<file path="src/kict_pkg.sv">
// package for the keyed item count table
// holds field widths, request and status codes and the cell control struct
// no dependencies
package kict_pkg;

    localparam int CAPACITY_DEF = 64;
    localparam int KEY_W        = 48;
    localparam int CNT_W        = 32;
    localparam int AMT_W        = 16;
    localparam int REQ_W        = 3;
    localparam int STAT_W       = 2;
    localparam int POS_OUT_W    = 6;
    localparam int USED_OUT_W   = 7;
    // wide enough for a fill level of the largest supported capacity
    localparam int IDX_W        = 11;

    localparam logic [REQ_W-1:0] REQ_INSERT    = 3'd0;
    localparam logic [REQ_W-1:0] REQ_REMOVE    = 3'd1;
    localparam logic [REQ_W-1:0] REQ_LOOKUP    = 3'd2;
    localparam logic [REQ_W-1:0] REQ_STOCK_IN  = 3'd3;
    localparam logic [REQ_W-1:0] REQ_STOCK_OUT = 3'd4;

    localparam logic [STAT_W-1:0] ST_OK        = 2'd0;
    localparam logic [STAT_W-1:0] ST_DUP       = 2'd1;
    localparam logic [STAT_W-1:0] ST_NOT_FOUND = 2'd2;
    localparam logic [STAT_W-1:0] ST_FULL      = 2'd3;

    localparam logic [1:0] OP_NONE  = 2'd0;
    localparam logic [1:0] OP_LOAD  = 2'd1;
    localparam logic [1:0] OP_SHIFT = 2'd2;
    localparam logic [1:0] OP_COUNT = 2'd3;

    typedef struct packed {
        logic             cmp_en;
        logic [1:0]       op;
        logic [IDX_W-1:0] pos;
        logic [IDX_W-1:0] fill;
        logic [KEY_W-1:0] key;
        logic [CNT_W-1:0] cnt;
    } t_cell_ctrl;

endpackage

</file>
<file path="src/kict_cell.sv">
// one table entry: key and count storage, key compare, shift from the next cell
// depends on kict_pkg
module kict_cell #(
    parameter int Idx = 0
) (
    input  logic                      i_clk,
    input  kict_pkg::t_cell_ctrl      i_ctrl,
    input  logic [kict_pkg::KEY_W-1:0] i_code,
    input  logic [kict_pkg::KEY_W-1:0] i_nb_key,
    input  logic [kict_pkg::CNT_W-1:0] i_nb_cnt,
    output logic [kict_pkg::KEY_W-1:0] o_key,
    output logic [kict_pkg::CNT_W-1:0] o_cnt,
    output logic                      o_match
);
    import kict_pkg::*;

    localparam logic [IDX_W-1:0] MyIdx = IDX_W'(Idx);

    logic [KEY_W-1:0] r_key;
    logic [CNT_W-1:0] r_cnt;
    logic             r_match;
    logic             w_valid;

    assign w_valid = (MyIdx < i_ctrl.fill);

    always_ff @(posedge i_clk) begin
        if (i_ctrl.cmp_en) begin
            r_match <= w_valid && (r_key == i_code);
        end
        case (i_ctrl.op)
            OP_LOAD: begin
                if (MyIdx == i_ctrl.fill) begin
                    r_key <= i_ctrl.key;
                    r_cnt <= i_ctrl.cnt;
                end
            end
            OP_SHIFT: begin
                // close the gap: every entry from the removed one up moves down
                if (MyIdx >= i_ctrl.pos) begin
                    r_key <= i_nb_key;
                    r_cnt <= i_nb_cnt;
                end
            end
            OP_COUNT: begin
                if (MyIdx == i_ctrl.pos) begin
                    r_cnt <= i_ctrl.cnt;
                end
            end
            default: begin
            end
        endcase
    end

    assign o_key   = r_key;
    assign o_cnt   = r_cnt;
    assign o_match = r_match;

endmodule

</file>
<file path="config.mk">
export PLATFORM = sky130hd
export DESIGN_NAME = kict_cell
export DESIGN_NICKNAME = d
export VERILOG_FILES = /design/src/kict_pkg.sv /design/src/kict_cell.sv
export SDC_FILE = /design/constraint.sdc
export NUM_CORES = 1
export LEC_CHECK = 0
export BUFFER_PORTS_ARGS = -buffer_cell sky130_fd_sc_hd__buf_4
export CAP_MARGIN = 0
export CORE_AREA = 2 2 123 125
export CTS_CLUSTER_SIZE = 20
export DETAILED_ROUTE_END_ITERATION = 16
export DIE_AREA = 0 0 125 127
export GPL_ROUTABILITY_DRIVEN = 0
export HOLD_SLACK_MARGIN = 0.1
export PLACE_DENSITY = 0.58
export RECOVER_POWER = 25
export SYNTH_ARGS = -nofsm -noshare
export SYNTH_HDL_FRONTEND = slang
export SYNTH_SLANG_ARGS = --single-unit
</file>
<file path="constraint.sdc">
create_clock -name i_clk -period 3.7 [get_ports i_clk]
set_input_delay 0.185 -clock i_clk [delete_from_list [all_inputs] [get_ports i_clk]]
set_output_delay 0.185 -clock i_clk [all_outputs]
set_load 0.02 [all_outputs]
</file>
==> flow_summary.yaml <==
global_routing:
  grt_first_pass_wirelength_mm: 19.4
  grt_max_degree: 42
  grt_pass1_vias: 3621
  grt_overflow: 0
  grt.total_usage_pct: 16.3
  antenna_found_initial: 0
sta:
  rsz0062_at_grt: "false"
  period_needed_ps: 1970
  worst_slew_pin_slew_ps: 797
  slew_headroom_pct: 46.7
  finalHoldViolations: 0
  post-route-period-util_pct: 53.1
  drv_slew: 0
  clock_skew_ps: 7.11
  setup_viol: 0
  fmax_mhz: 509
  fin_tns_setup_ps: 0
setup_path:
  crit_path_max_fanout: 25
  crit_path_end_kind: "flop"
  r2r-end: "o_match"
  r2r_setup_slack_ps: 2040
  critical_path_class: "input port to flop"
  r2r_start: "o_key[13]"
  required_ps: 3710
  reg2reg_depth: 4
  worstPathArrival_ps: 1980
  worstSetupStartpointType: "input port"
floorplan:
  die-height_um: 127
  fp-row-count: 44
  num_io_pins: 315
  die_w_um: 125
  placeableCoreArea_mm2: 0.0144
  fp.dieArea_mm2: 0.0159
  initial_core_util_pct: 27.9
pwr:
  combPwrFrac_pct: 14.7
  p_switching_uw: 457
  power_frac_seq_pct: 47.3
  intPower_uw: 1690
  swShare_pct: 21.3
  powerDensity_mw_per_mm2: 323
  clock_power_share_pct: 38.0
  ir_drop_mv: 0.157
  p_leak_uw: 0.00273
worst_hold_path:
  holdPathEnd: "o_cnt[17]"
  holdCritPathClass: "input port to flop"
  hold_start: "i_ctrl[17]"
  min_path_cells: 2
synth:
  synth_seq_area_share_pct: 60.4
  synth.ff_latch_count: 81
  synth.distinct_cells: 16
  synth_area_mm2: 0.00403
  netlist_instances: 247
  syn_area_per_cell_um2: 16.3
  ys_warn_count: 0
  syn_nets: 481
cts:
  cts_buffer_depth: 2
  tritoncts: "built"
  clock-sinks: 81
  postCtsSetupRepairBufs: 0
  numCtsBuffers: 9
  cts-htree-levels: 3
  clk_pin_slew_ps: 60
  clk_latency_ps: 340
  cts_root_buf: "clkbuf_16"
route:
  via_per_inst: 4.41
  antenna_left: 0
  post-route-drc-count: 0
  wl_per_cell_um: 17.5
  drtPass1Iterations: 4
  drt_iter0_markers: 92
  postRouteWirelength_mm: 13.2
  vias: 3342
run_status:
  status: "complete, no violations"
job:
  maxCapViolations: 0
placed_design:
  dpl.hpwl_mm: 11.1
  portBuffers: 314
cells_and_area:
  fin_util_pct: 46.2
  drive_gt1_share_pct: 57.8
  nets: 802
  antenna_cells: 0
  area_growth_pct: 65.4
==> power groups by stage <==
| stage | combinational, uW | sequential (uW) | clock, uW |
|---|---|---|---|
| floorplan | 106 | 1040 | 0 |
| CTS | 322 | 1020 | 847 |
| global placement | 316 | 1040 | 0 |
| detailed placement | 320 | 1040 | 0 |
| finish | 317 | 1020 | 818 |
| global route | 343 | 1020 | 884 |
==> layout make-up <==
type / instances / area [um2]
multi-input cells: 157 / 1550
clock buffers: 9 / 225
well taps: 184 / 230
repair buffers: 319 / 2180
fillers: 1385 / 7770
clock inverters: 7 / 47.5
flip-flops and latches: 81 / 2430
==> worst max path at each step <==
stage,startpoint,end,cells after the start
after floorplan,i_ctrl[97],o_key[0],3
after global placement,i_ctrl[82],o_key[19],6
after detailed placement,i_ctrl[81],o_key[16],6
after CTS,i_ctrl[81],o_key[4],6
after global routing,i_ctrl[97],o_key[41],5
final,i_ctrl[81],o_key[39],6
==> through the flow <==
step | total power, uW | hold WS [ps] | instances | worst slack (ps) | cell area, um2
global route | 2240 | 120 | 757 | 1510 | 6660
global placement | 1350 | 384 | 740 | 1360 | 6600
finish | 2150 | 122 | 757 | 1730 | 6660
floorplan | 1140 | 297 | 247 | 488 | 4030
CTS | 2190 | 107 | 757 | 1710 | 6880
detailed placement | 1360 | 385 | 740 | 1340 | 6600
==> cell usage after synthesis <==
master    instances  area, um2
nand3_1           3       15.0
mux2_2           50        563
buf_2             1       5.00
mux2_1           30        338
buf_4             8       60.1
nor4_1           12       75.1
xor2_1           48        420
nor4_2            5       62.6
o21ai_1           1       5.00
nor4b_1           1       8.76
nand2_1           2       7.51
nor2b_1           1       6.26
nand4_1           2       12.5
edfxtp_1         81       2430
or3b_1            1       8.76
nor3_1            1       5.00
==> logic make-up after synthesis <==
logic type,Yosys count,share of synthesized area (%)
DFF,81,60.4
muxes,80,22.4
AOI/OAI and AO/OA,1,0.124
and+or+nand+nor,28,5.00
buffers and inverters,9,1.62
xor gates and xnor gates,48,10.4
==> worst max-delay path, cell delays in order <==
cell and delay [ps]:
buf_4 110, nor4_1 260, nand3_1 190, or3b_1 450, o21ai_4 320, buf_4 450
==> routing by layer <==
metal,global-route usage (%),part of all wire (%),vias up,routed length (um)
li1,-,-,1593,-
met1,15.4,33,1555,4410
met2,32.6,57,181,7520
met3,4.82,8.2,13,1080
met4,6.54,1.8,0,233
met5,0,0,-,0
==> sequential cells by signal, indices dropped and copies added, names as in the netlist <==
| signal | flops |
|---|---|
| o_match | 1 |
| o_key | 48 |
| o_cnt | 32 |
==> what timing repair did <==
item,4_1_cts,5_1_grt
endpoints found under the hold margin,1,0
hold buffers,1,0
resized for setup,0,0
==> placed cells by master (no fill, tap or decap), types with 2 or more instances in the layout <==
cell       instances
nor4_1            12
buf_4            258
xor2_1            48
clkinv_4           3
nand2_1            2
nor4_2             5
clkbuf_1          59
edfxtp_1          81
nand3_1            3
clkinv_2           2
nand4_1            2
clkbuf_16          9
mux2_1            30
mux2_2            50
Note: power is estimated with default switching activity, not from simulation.
